--- config.mk ---
export PLATFORM = sky130hd
export DESIGN_NAME = qfactor_baseline_calibrator
export DESIGN_NICKNAME = d
export VERILOG_FILES = /design/src/qbc_pkg.sv /design/src/qbc_calc.sv /design/src/qbc_skid.sv /design/src/qfactor_baseline_calibrator.sv
export VERILOG_INCLUDE_DIRS = /design/src /design/src/src
export SDC_FILE = /design/constraint.sdc
export NUM_CORES = 1
export LEC_CHECK = 0
export BUFFER_PORTS_ARGS = -buffer_cell sky130_fd_sc_hd__buf_2
export CAP_MARGIN = 20
export CORE_MARGIN = 2
export CORE_UTILIZATION = 40
export DETAILED_ROUTE_END_ITERATION = 12
export GPL_ROUTABILITY_DRIVEN = 0
export PLACE_DENSITY = 0.62
export SYNTH_ARGS = -nofsm -noshare
export SYNTH_HDL_FRONTEND = slang
export SYNTH_SLANG_ARGS = --single-unit
--- constraint.sdc ---
create_clock -name clock -period 4.9 [get_ports clock]
set_clock_uncertainty 0.15 [all_clocks]
set_input_delay 0.735 -clock clock [delete_from_list [all_inputs] [get_ports clock]]
set_output_delay 0.735 -clock clock [all_outputs]
set_load 0.02 [all_outputs]
--- src/qfactor_baseline_calibrator_defines.svh ---
// ----------------------------------------------------------------------------
// Q-factor baseline calibrator: assertion macros
// Shared concurrent assertion forms, clocked on clock and disabled in reset.
// ----------------------------------------------------------------------------
`ifndef QFACTOR_BASELINE_CALIBRATOR_DEFINES_SVH
`define QFACTOR_BASELINE_CALIBRATOR_DEFINES_SVH

// The consequent must hold in the same cycle as the antecedent.
`define QBC_ASSERT_SAME(label, ante, cons) \
   label: assert property (@(posedge clock) disable iff (reset) (ante) |-> (cons)) \
      else $error("qbc assertion failed (same cycle)");

// The consequent must hold in the cycle after the antecedent.
`define QBC_ASSERT_NEXT(label, ante, cons) \
   label: assert property (@(posedge clock) disable iff (reset) (ante) |=> (cons)) \
      else $error("qbc assertion failed (next cycle)");

`endif

--- src/qbc_pkg.sv ---
// ----------------------------------------------------------------------------
// Q-factor baseline calibrator package
// Field widths, status and register codes, and the shared struct types.
// ----------------------------------------------------------------------------
`default_nettype none

package qbc_pkg;

   // Width of every measurement and configuration value.
   localparam int unsigned VAL_W = 12;

   // Width of the sample counter, enough for the default run length and average size.
   localparam int unsigned CNT_W = 4;

   // Slack added to the Q lower-bound test.
   localparam logic [VAL_W-1:0] Q_SLACK = 12'd20;

   // Status codes reported with each result.
   localparam logic [1:0] STATUS_WAIT = 2'd0;
   localparam logic [1:0] STATUS_AVG  = 2'd1;
   localparam logic [1:0] STATUS_DONE = 2'd2;

   // Configuration register indexes.
   localparam int unsigned CSR_IDX_W = 3;
   localparam logic [CSR_IDX_W-1:0] CSR_Q_BASE      = 3'd0;
   localparam logic [CSR_IDX_W-1:0] CSR_Q_MARGIN    = 3'd1;
   localparam logic [CSR_IDX_W-1:0] CSR_Q_UPPER     = 3'd2;
   localparam logic [CSR_IDX_W-1:0] CSR_FREQ_BASE   = 3'd3;
   localparam logic [CSR_IDX_W-1:0] CSR_FREQ_MARGIN = 3'd4;
   localparam logic [CSR_IDX_W-1:0] CSR_FREQ_UPPER  = 3'd5;

   // Calibration phase, one-hot.
   typedef enum logic [2:0] {
      PHASE_WAIT = 3'b001,
      PHASE_AVG  = 3'b010,
      PHASE_DONE = 3'b100
   } phase_type;

   // Window configuration.
   typedef struct packed {
      logic [VAL_W-1:0] q_base;
      logic [VAL_W-1:0] q_margin;
      logic [VAL_W-1:0] q_upper;
      logic [VAL_W-1:0] freq_base;
      logic [VAL_W-1:0] freq_margin;
      logic [VAL_W-1:0] freq_upper;
   } cfg_type;

   // One result item.
   typedef struct packed {
      logic [1:0]       status;
      logic [VAL_W-1:0] q_average;
      logic [VAL_W-1:0] freq_average;
      logic             done_pulse;
   } rsp_type;

endpackage

`default_nettype wire

--- src/qbc_calc.sv ---
// ----------------------------------------------------------------------------
// Q-factor baseline calibrator: calibration engine
// Holds the phase, run counter and accumulators, and forms one result per
// transfer from the window test and the running sums.
// ----------------------------------------------------------------------------
`default_nettype none

module qbc_calc #(
   parameter int unsigned QUALIFY_COUNT = 10,
   parameter int unsigned AVERAGE_LOG2  = 3
) (
   input  wire logic                          clock,
   input  wire logic                          reset,
   input  wire logic                          item_accept,
   input  wire logic                          mode,
   input  wire logic [qbc_pkg::VAL_W-1:0]     q_meas,
   input  wire logic [qbc_pkg::VAL_W-1:0]     freq_meas,
   input  wire qbc_pkg::cfg_type              cfg,
   output qbc_pkg::rsp_type                   result
);
   import qbc_pkg::*;

   localparam int unsigned ACC_W = VAL_W + AVERAGE_LOG2;
   localparam logic [CNT_W-1:0] QUAL_LIMIT = CNT_W'(QUALIFY_COUNT);
   localparam logic [CNT_W-1:0] AVG_LIMIT  = CNT_W'(1 << AVERAGE_LOG2);

   phase_type         phase_ff, phase_in;
   logic [CNT_W-1:0]  count_ff, count_in;
   logic [ACC_W-1:0]  q_acc_ff, q_acc_in;
   logic [ACC_W-1:0]  f_acc_ff, f_acc_in;

   logic              in_window;
   logic [CNT_W-1:0]  count_inc;
   logic [ACC_W-1:0]  q_sum;
   logic [ACC_W-1:0]  f_sum;
   logic [VAL_W-1:0]  q_shift;
   logic [VAL_W-1:0]  f_shift;
   logic              pulse;

   // Clear-coil window: sums are widened so they never wrap.
   assign in_window =
      ((14'(q_meas) + 14'(cfg.q_margin) + 14'(Q_SLACK)) > 14'(cfg.q_base)) &&
      (q_meas < cfg.q_upper) &&
      ((13'(freq_meas) + 13'(cfg.freq_margin)) > 13'(cfg.freq_base)) &&
      (freq_meas < cfg.freq_upper);

   assign count_inc = count_ff + CNT_W'(1);
   assign q_sum     = q_acc_ff + ACC_W'(q_meas);
   assign f_sum     = f_acc_ff + ACC_W'(freq_meas);
   assign q_shift   = VAL_W'(q_sum >> AVERAGE_LOG2);
   assign f_shift   = VAL_W'(f_sum >> AVERAGE_LOG2);

   // Next phase, counter and accumulators for the item on the inputs.
   always_comb begin
      phase_in = phase_ff;
      count_in = count_ff;
      q_acc_in = q_acc_ff;
      f_acc_in = f_acc_ff;
      pulse    = 1'b0;
      if (mode) begin
         phase_in = PHASE_WAIT;
         count_in = '0;
         q_acc_in = '0;
         f_acc_in = '0;
      end else begin
         unique case (phase_ff)
            PHASE_AVG: begin
               q_acc_in = q_sum;
               f_acc_in = f_sum;
               count_in = count_inc;
               if (count_inc >= AVG_LIMIT) begin
                  q_acc_in = ACC_W'(q_shift);
                  f_acc_in = ACC_W'(f_shift);
                  count_in = '0;
                  phase_in = PHASE_DONE;
                  pulse    = 1'b1;
               end
            end
            PHASE_DONE: begin
               // Hold the averages until a restart.
            end
            default: begin
               phase_in = PHASE_WAIT;
               if (in_window) begin
                  count_in = count_inc;
                  if (count_inc >= QUAL_LIMIT) begin
                     count_in = '0;
                     q_acc_in = '0;
                     f_acc_in = '0;
                     phase_in = PHASE_AVG;
                  end
               end else begin
                  count_in = '0;
               end
            end
         endcase
      end
   end

   // Result for the item on the inputs, reported as the phase after it.
   always_comb begin
      result.done_pulse   = pulse;
      result.q_average    = '0;
      result.freq_average = '0;
      unique case (phase_in)
         PHASE_AVG: begin
            result.status = STATUS_AVG;
         end
         PHASE_DONE: begin
            result.status       = STATUS_DONE;
            result.q_average    = q_acc_in[VAL_W-1:0];
            result.freq_average = f_acc_in[VAL_W-1:0];
         end
         default: begin
            result.status = STATUS_WAIT;
         end
      endcase
   end

   // Calibration state advances on every transfer.
   always_ff @(posedge clock) begin
      if (reset) begin
         phase_ff <= PHASE_WAIT;
         count_ff <= '0;
         q_acc_ff <= '0;
         f_acc_ff <= '0;
      end else if (item_accept) begin
         phase_ff <= phase_in;
         count_ff <= count_in;
         q_acc_ff <= q_acc_in;
         f_acc_ff <= f_acc_in;
      end
   end

endmodule

`default_nettype wire

--- src/qbc_skid.sv ---
// ----------------------------------------------------------------------------
// Q-factor baseline calibrator: result buffer
// Two-entry output buffer so that a new item is taken while a result waits
// and the request ready does not depend combinationally on the response side.
// ----------------------------------------------------------------------------
`default_nettype none

module qbc_skid (
   input  wire logic             clock,
   input  wire logic             reset,
   input  wire logic             in_valid,
   output logic                  in_ready,
   input  wire qbc_pkg::rsp_type in_data,
   output logic                  out_valid,
   input  wire logic             out_ready,
   output qbc_pkg::rsp_type      out_data
);
   import qbc_pkg::*;

   logic    main_valid_ff;
   logic    skid_valid_ff;
   rsp_type main_ff;
   rsp_type skid_ff;
   logic    take;

   assign take      = main_valid_ff && out_ready;
   assign in_ready  = !skid_valid_ff;
   assign out_valid = main_valid_ff;
   assign out_data  = main_ff;

   // Occupancy: the skid entry fills only when the main entry is held.
   always_ff @(posedge clock) begin
      if (reset) begin
         main_valid_ff <= 1'b0;
         skid_valid_ff <= 1'b0;
      end else if (in_valid) begin
         if (main_valid_ff && !take) begin
            skid_valid_ff <= 1'b1;
         end else begin
            main_valid_ff <= 1'b1;
         end
      end else if (take) begin
         if (skid_valid_ff) begin
            skid_valid_ff <= 1'b0;
         end else begin
            main_valid_ff <= 1'b0;
         end
      end
   end

   // Payload entries.
   always_ff @(posedge clock) begin
      if (in_valid) begin
         if (main_valid_ff && !take) begin
            skid_ff <= in_data;
         end else begin
            main_ff <= in_data;
         end
      end else if (take && skid_valid_ff) begin
         main_ff <= skid_ff;
      end
   end

endmodule

`default_nettype wire

--- src/qfactor_baseline_calibrator.sv ---
// ----------------------------------------------------------------------------
// Q-factor baseline calibrator
// Qualifies a clear coil from Q and frequency samples, then averages a block
// of samples to give new baselines.
// ----------------------------------------------------------------------------
// The block takes one request per clock cycle and gives one response for each,
// in order. The result of a transfer is computed in the cycle of the transfer
// and is registered in a two-entry output buffer before the response port;
// while the buffer is full the request ready is low. Sustained rate is one
// item per cycle whenever responses are taken. The user must write registers
// through the csr port only while no response is pending; nothing enforces it.
`default_nettype none

`include "qfactor_baseline_calibrator_defines.svh"

module qfactor_baseline_calibrator #(
   parameter int unsigned QUALIFY_COUNT = 10,
   parameter int unsigned AVERAGE_LOG2  = 3
) (
   input  wire logic                              clock,
   input  wire logic                              reset,
   input  wire logic                              req_valid,
   output logic                                   req_ready,
   input  wire logic                              req_mode,
   input  wire logic [qbc_pkg::VAL_W-1:0]         req_q_meas,
   input  wire logic [qbc_pkg::VAL_W-1:0]         req_freq_meas,
   output logic                                   rsp_valid,
   input  wire logic                              rsp_ready,
   output logic [1:0]                             rsp_status,
   output logic [qbc_pkg::VAL_W-1:0]              rsp_q_average,
   output logic [qbc_pkg::VAL_W-1:0]              rsp_freq_average,
   output logic                                   rsp_done_pulse,
   input  wire logic                              csr_write_enable,
   input  wire logic [qbc_pkg::CSR_IDX_W-1:0]     csr_index,
   input  wire logic [qbc_pkg::VAL_W-1:0]         csr_write_data
);
   import qbc_pkg::*;

   cfg_type cfg_ff;
   rsp_type calc_result;
   rsp_type out_result;
   logic    item_accept;

   assign item_accept = req_valid && req_ready;

   // Configuration registers; unknown indexes are ignored.
   always_ff @(posedge clock) begin
      if (reset) begin
         cfg_ff.q_base      <= '0;
         cfg_ff.q_margin    <= '0;
         cfg_ff.q_upper     <= '1;
         cfg_ff.freq_base   <= '0;
         cfg_ff.freq_margin <= '0;
         cfg_ff.freq_upper  <= '1;
      end else if (csr_write_enable) begin
         unique case (csr_index)
            CSR_Q_BASE:      cfg_ff.q_base      <= csr_write_data;
            CSR_Q_MARGIN:    cfg_ff.q_margin    <= csr_write_data;
            CSR_Q_UPPER:     cfg_ff.q_upper     <= csr_write_data;
            CSR_FREQ_BASE:   cfg_ff.freq_base   <= csr_write_data;
            CSR_FREQ_MARGIN: cfg_ff.freq_margin <= csr_write_data;
            CSR_FREQ_UPPER:  cfg_ff.freq_upper  <= csr_write_data;
            default: begin
            end
         endcase
      end
   end

   // Calibration engine.
   qbc_calc #(
      .QUALIFY_COUNT (QUALIFY_COUNT),
      .AVERAGE_LOG2  (AVERAGE_LOG2)
   ) u_calc (
      .clock       (clock),
      .reset       (reset),
      .item_accept (item_accept),
      .mode        (req_mode),
      .q_meas      (req_q_meas),
      .freq_meas   (req_freq_meas),
      .cfg         (cfg_ff),
      .result      (calc_result)
   );

   // Output buffer.
   qbc_skid u_skid (
      .clock     (clock),
      .reset     (reset),
      .in_valid  (item_accept),
      .in_ready  (req_ready),
      .in_data   (calc_result),
      .out_valid (rsp_valid),
      .out_ready (rsp_ready),
      .out_data  (out_result)
   );

   assign rsp_status       = out_result.status;
   assign rsp_q_average    = out_result.q_average;
   assign rsp_freq_average = out_result.freq_average;
   assign rsp_done_pulse   = out_result.done_pulse;

   // A completion pulse always comes with the done status.
   `QBC_ASSERT_SAME(a_pulse_done, rsp_valid && rsp_done_pulse, rsp_status == STATUS_DONE)

   // Averages are zero unless calibration is done.
   `QBC_ASSERT_SAME(a_avg_zero, rsp_valid && (rsp_status != STATUS_DONE),
                    (rsp_q_average == '0) && (rsp_freq_average == '0))

   // Every transfer leaves a response pending in the next cycle.
   `QBC_ASSERT_NEXT(a_rsp_follows, req_valid && req_ready, rsp_valid)

   // The buffer never refuses a request while it holds no response.
   `QBC_ASSERT_SAME(a_ready_empty, !rsp_valid, req_ready)

endmodule

`default_nettype wire
==> impl_metrics.json, run 1 <==
{
  "p_leak_nw": 5.41,
  "clkTransAtPathRegs_ns": 0.07,
  "drtIter0Drc": 768,
  "outcome": "finished with violations",
  "drc_errors": 7,
  "report.final.hold_viol_count": 0,
  "fin_crit_ns": 4.69,
  "start_util_pct": 40.9,
  "synthArstFlopShare_pct": 0,
  "netlist_instances": 1268,
  "required_ns": 5.09,
  "crit_family": "compound AO/OA/AOI/OAI gates",
  "violations": "design-rule violations",
  "yosysUniqueCellTypes": 82,
  "slowest_stage": "or3_4",
  "hold_buffers": 0,
  "synthesis.area_mm2": 0.0107,
  "die_x_um": 168,
  "fmaxAchievable_ghz": 0.213,
  "layout-drive-gt1-share_pct": 18.2,
  "cp_num_buf_inv": 4,
  "yosysWarnings": 0,
  "ant_nets": 0,
  "numCtsBuffers": 17,
  "slew_viol_final": 0,
  "insertion_delay_ns": 0.44,
  "fin_ws_ns": 0.206,
  "arrival_ns": 4.88,
  "clockRootBuffer": "clkbuf_16",
  "post_dp_cell_area_mm2": 0.0119,
  "ios": 74,
  "vias": 9617,
  "path_cells": "buf_8 -> ha_4 -> inv_2 -> fa_2 -> nand2b_4 -> a2111oi_4 -> a311oi_2 -> nand4bb_4 -> nor3_4 -> a2bb2oi_1 -> o21ai_1 -> a2bb2o_4 -> xnor2_2 -> ha_1 -> nand4_1 -> or3_4 -> o21ai_4 -> o21ai_4 -> nor3_2 -> mux2_4 -> o32ai_4 -> buf_6 -> clkbuf_16 -> a311oi_2",
  "pre_cts_ws_ns": -0.344,
  "synth_ff_type": "dfxtp_1",
  "area_growth_pct": 19.8,
  "synth_seq_cells": 165,
  "drt_wl_total_mm": 29.7,
  "grt-ovfl-total": 0,
  "syn-num-nets": 1414,
  "rsz0062_at_grt": "true",
  "whs_ns": 0.306,
  "die_y_um": 168,
  "dpl.hpwl_mm": 21.8,
  "wire_per_inst_um": 17.1,
  "cp_slowest_stage_delay_ns": 0.41,
  "cts_tree": "yes",
  "placed_cells": 1698,
  "slew_headroom_pct": 30.5,
  "fp-row-count": 59,
  "critical_path_class": "in -> reg",
  "final_area_mm2": 0.0128,
  "cp-start-kind": "primary input",
  "power.density_mw_per_mm2": 267,
  "cts_sinks": 165,
  "cts.htree.levels": 4,
  "clockBufferDepth": 2,
  "core_mm2": 0.0261,
  "viasPerCell": 5.53,
  "worst_pin_slew_ns": 1.04,
  "critPathMaxFanout": 6,
  "setup_viol": 0,
  "hp-class": "reg -> reg",
  "final-instance-count-excl-fill": 1738,
  "grt_pass1_vias": 8860,
  "vdd_drop_max_v": 0.000215,
  "period_share_pct": 95.8,
  "grt_pass1_wl_mm": 47.3,
  "dr.pass1.iters": 9,
  "yosysSeqAreaShare_pct": 35.9,
  "cp-end-kind": "flop",
  "maxCapViolations": 0,
  "synth_edf_count": 54,
  "num_antenna_cells": 0,
  "dieArea_mm2": 0.0281,
  "syn_avg_cell_area_um2": 8.43,
  "grt_max_degree": 89,
  "grt_antenna_before_repair": 0,
  "nets": 1536,
  "port_buffers": 73,
  "grt_use_total_pct": 21.1
}
worst register-to-register path, cell delays in order (launching register included):
cell and delay (ns):
dfxtp_2 0.35, ha_4 0.13, inv_2 0.04, fa_2 0.35, nand2b_4 0.16, a2111oi_4 0.31
a311oi_2 0.08, nand4bb_4 0.23, nor3_4 0.18, a2bb2oi_1 0.19, o21ai_1 0.10, a2bb2o_4 0.22
xnor2_2 0.13, ha_1 0.30, nand4_1 0.08, or3_4 0.41, o21ai_4 0.08, o21ai_4 0.09
nor3_2 0.12, mux2_4 0.21, o32ai_4 0.11, buf_6 0.18, clkbuf_16 0.16, a311oi_2 0.25
report_power, final:
| part | internal [mW] | total (mW) | switching (mW) | leakage (nW) |
|---|---|---|---|---|
| registers | 1.45 | 1.47 | 0.0152 | 1.40 |
| clock network | 0.714 | 1.37 | 0.659 | 0.293 |
| logic | 0.239 | 0.574 | 0.334 | 3.72 |
worst paths after layout:
kind | startpoint | end | cells past startpoint | slack, ns
min reg2reg | cfg_ff[30] | cfg_ff[30] | 2 | 0.31
max | req_q_meas[0] | u_calc.f_acc_ff[14] | 24 | 0.21
min | cfg_ff[30] | cfg_ff[30] | 2 | 0.31
max reg2reg | cfg_ff[48] | u_calc.f_acc_ff[14] | 23 | 0.22
per-layer routing:
layer | routed length, um | global-route usage (%)
met1 | 13600 | 29.2
met2 | 13900 | 34.6
met3 | 1670 | 3.10
met4 | 607 | 5.60
met5 | 0 | 0
kinds of logic after synthesis:
logic type,count (synthesis),share of synthesized area (%)
AOI/OAI and AO/OA,330,20.7
and+or+nand+nor,478,21.2
DFF,165,35.9
xor gates and xnor gates,45,3.76
adders and majority gates,101,12.1
muxes,14,1.44
buffers and inverters,135,4.93
cells in the final DEF, fill, tap and decap left out, types with 16 or more instances in the layout:
master and instances:
a21o_1 20, a21oi_1 110, buf_2 73, buf_4 78, clkbuf_16 20, dfxtp_1 110, edfxtp_1 54, ha_1 94
inv_1 78, nand2_1 242, nand3_1 28, nor2_1 73, nor2b_1 19, o21ai_0 47, o21ai_1 16, xnor2_1 30
synthesized netlist by cell type, types with 20 or more instances:
library cell,n,area share (%)
xnor2_1,32,2.6
dfxtp_1,111,21
nor2b_1,22,1.3
nor2_1,73,2.6
a21oi_1,113,5.3
ha_1,97,11
clkbuf_1,48,1.7
nand2_1,242,8.5
o21ai_0,51,2.4
a21o_1,20,1.4
edfxtp_1,54,15
nand3_1,29,1.4
inv_1,79,2.8
registers in the layout (all words and copies together), names as in the netlist:
name and flops:
u_skid.out_data 27, u_skid.out_valid 1, cfg_ff 72, u_calc.count_ff 4, u_calc.phase_ff 3, u_skid.skid_ff 27
u_calc.f_acc_ff 15, u_skid.skid_valid_ff 1, u_calc.q_acc_ff 15
final cells by class:
class,count,area (um2)
tap,335,419
timing repair buffer,159,1110
multi-input combinational,968,6530
clock inverter,14,154
fill,2542,13300
clock buffer,18,450
sequential,165,3840
inverter,79,297
per-stage QoR:
stage	power [mW]	TNS (ns)	util, %
after floorplan	1.83	-0.0342	-
after global placement	2.03	-4.96	45.6
after detailed placement	2.04	-8.90	45.7
after CTS	3.40	0	48.0
after global routing	3.55	-0.163	49.0
final	3.42	0	49.0
timing repair:
action                                  4_1_cts  5_1_grt
gates resized for setup                       0       30
buffers inserted                              0        6
endpoints found under the hold margin         0        0
endpoints found under the setup margin        0       34
No activity file was read; power rests on OpenSTA's default activity.
==> run 2: changes to the inputs <==
--- a/config.mk
+++ b/config.mk
@@ -8,11 +8,12 @@
 export LEC_CHECK = 0
 export BUFFER_PORTS_ARGS = -buffer_cell sky130_fd_sc_hd__buf_2
 export CAP_MARGIN = 20
+export CORE_ASPECT_RATIO = 0.6
 export CORE_MARGIN = 2
 export CORE_UTILIZATION = 40
 export DETAILED_ROUTE_END_ITERATION = 12
 export GPL_ROUTABILITY_DRIVEN = 0
-export PLACE_DENSITY = 0.62
+export PLACE_DENSITY = 0.6
 export SYNTH_ARGS = -nofsm -noshare
 export SYNTH_HDL_FRONTEND = slang
 export SYNTH_SLANG_ARGS = --single-unit
==> constraint.sdc (replaced) <==
create_clock -name clock -period 4.4 [get_ports clock]
set_clock_uncertainty 0.15 [all_clocks]
set_input_delay 0.66 -clock clock [delete_from_list [all_inputs] [get_ports clock]]
set_output_delay 0.66 -clock clock [all_outputs]
set_load 0.02 [all_outputs]
==> run 2 against run 1 <==
The run ends with negative setup slack left. Final area is 2.1% higher. Combinational power is 17% higher. Global-route usage up 1.3 points. Critical path depth decreased by 2. Sequential power increased by 12%. Sequential share of layout area decreased by 0.60 points. Sequential cell count did not move. Routed wire length is 4.5% higher. Register-to-register slack worse by 0.51 ns. Clock power is 13% higher. Worst setup slack got worse by 0.50 ns. Die area grew 0.15%. Largest power group unchanged.
==> impl_metrics.json, run 2 (synthesis results as in run 1) <==
{
  "grt_antenna_before_repair": 0,
  "slew_viol_final": 0,
  "core_mm2": 0.0264,
  "fillers": 2564,
  "period_share_pct": 107,
  "dr.pass1.iters": 5,
  "hp-class": "in -> reg",
  "setup_viol": 38,
  "violations": "negative setup slack",
  "largest_reg_flops": 72,
  "rsz0062_at_grt": "true",
  "viasPerCell": 5.40,
  "report.final.hold_viol_count": 0,
  "num_antenna_cells": 0,
  "multi_input_area_mm2": 0.00666,
  "cp_slowest_stage_delay_ns": 0.36,
  "drc_errors": 0,
  "grt_pass1_wl_mm": 48.7,
  "arrival_ns": 4.84,
  "die_y_um": 131,
  "worst_pin_slew_ns": 0.910,
  "ios": 74,
  "dpl.hpwl_mm": 23.6,
  "nets": 1558,
  "start_util_pct": 40.6,
  "grt-ovfl-total": 0,
  "power.density_mw_per_mm2": 295,
  "cp-start-kind": "flop",
  "fp-row-count": 46,
  "post_dp_cell_area_mm2": 0.0121,
  "dieArea_mm2": 0.0281,
  "required_ns": 4.55,
  "fmaxAchievable_ghz": 0.213,
  "grt_pass1_vias": 8863,
  "grt_use_total_pct": 22.4,
  "wire_per_inst_um": 17.4,
  "cts.htree.levels": 4,
  "layout-drive-gt1-share_pct": 20.5,
  "cp-end-kind": "flop",
  "final_common_cell": "nand2_1",
  "die_x_um": 215,
  "clkTransAtPathRegs_ns": 0.07,
  "largest-register": "cfg_ff",
  "layout_common_cells": "242 x nand2_1, 110 x dfxtp_1, 109 x a21oi_1",
  "path_cells": "ha_4 -> inv_2 -> fa_2 -> nand2b_4 -> a2111oi_4 -> a311oi_2 -> nand4bb_4 -> nor3_4 -> nor2_1 -> a21oi_1 -> a2bb2o_4 -> xnor2_1 -> ha_1 -> nand4_1 -> or3_4 -> nand3_4 -> o21ai_4 -> nor2b_1 -> mux2_4 -> buf_4 -> or3_4 -> a31oi_4",
  "rrSetupSlack_ns": -0.29,
  "p_leak_nw": 5.52,
  "fin_crit_ns": 4.69,
  "slew_headroom_pct": 39.1,
  "cp_common_cell": "or3_4",
  "vias": 9644,
  "drtIter0Drc": 844,
  "drt_wl_total_mm": 31.0,
  "placed_cells": 1744,
  "outcome": "finished with violations",
  "ant_nets": 0,
  "port_buffers": 73,
  "cp_num_buf_inv": 2,
  "clockBufferDepth": 2,
  "min_path_cells": 2,
  "area_growth_pct": 22.2,
  "hold_buffers": 0,
  "register_area_mm2": 0.00384,
  "maxCapViolations": 0,
  "final-instance-count-excl-fill": 1785,
  "grt_max_degree": 64,
  "pre_cts_ws_ns": -0.816,
  "cp.depth": 22,
  "critical_path_class": "reg -> reg",
  "cts_tree": "yes",
  "clockRootBuffer": "clkbuf_16",
  "insertion_delay_ns": 0.46,
  "fin_ws_ns": -0.290,
  "crit_family": "simple AND/OR/NAND/NOR gates",
  "cts_sinks": 165,
  "numCtsBuffers": 17,
  "final_area_mm2": 0.0131,
  "reg2reg_depth": 22,
  "critPathMaxFanout": 4,
  "slowest_stage": "a2111oi_4",
  "vdd_drop_max_v": 0.000234
}
==> run 2: cell count changes in the layout (fill, tap and decap cells not counted), sizes merged <==
cell	change
clkbuf	+4
clkinv	-3
inv	-4
bufinv	+1
buf	+24
==> run 2: stage by stage <==
step	power, mW	utilization, %	hold slack (ns)	setup TNS, ns
CTS	3.85	48.8	0.234	-5.85
global route	4.02	49.6	0.247	-15.33
finish	3.86	49.6	0.256	-7.24
floorplan	2.04	-	0.286	-13.04
detailed placement	2.29	45.9	0.298	-28.66
global placement	2.28	45.9	0.294	-22.10
==> run 2: timing repair <==
item	CTS	global route
gates resized for setup	21	29
endpoints found under the hold margin	0	0
setup endpoints to repair	39	39
pin swaps	7	3
buffers inserted	5	3
==> run 2: power breakdown <==
group / leakage [nW] / internal (mW) / switching, mW
clock: 0.295 / 0.885 / 0.669
sequential: 1.40 / 1.62 / 0.0170
combinational: 3.82 / 0.275 / 0.394
==> run 2: final cells by class <==
cell class | instances | share of cell area (%)
inverter | 79 | 2.27
multi-input combinational | 968 | 50.9
timing repair buffer | 181 | 9.34
tap | 360 | 3.45
clock inverter | 8 | 0.651
sequential | 165 | 29.4
clock buffer | 24 | 3.94
==> run 2: worst register-to-register path: stages (launching register included) <==
cell and delay [ns]:
dfxtp_2 0.35, ha_4 0.13, inv_2 0.04, fa_2 0.35, nand2b_4 0.16, a2111oi_4 0.36, a311oi_2 0.08, nand4bb_4 0.24
nor3_4 0.23, nor2_1 0.07, a21oi_1 0.16, a2bb2o_4 0.23, xnor2_1 0.12, ha_1 0.31, nand4_1 0.08, or3_4 0.15
nand3_4 0.07, o21ai_4 0.18, nor2b_1 0.08, mux2_4 0.32, buf_4 0.17, or3_4 0.35, a31oi_4 0.16
==> run 2: path summary, 6_finish.rpt <==
path | start | endpoint
max reg2reg | cfg_ff[48] | u_skid.out_data[25]
max | cfg_ff[48] | u_skid.out_data[25]
min reg2reg | cfg_ff[64] | cfg_ff[64]
min | rsp_ready | u_skid.skid_valid_ff
==> run 2: per-layer routing <==
metal	share of wire [%]	GRT usage, %
met2	42	33.2
met1	51	33.2
met4	1.2	5.31
met5	0	0
met3	5.5	4.61
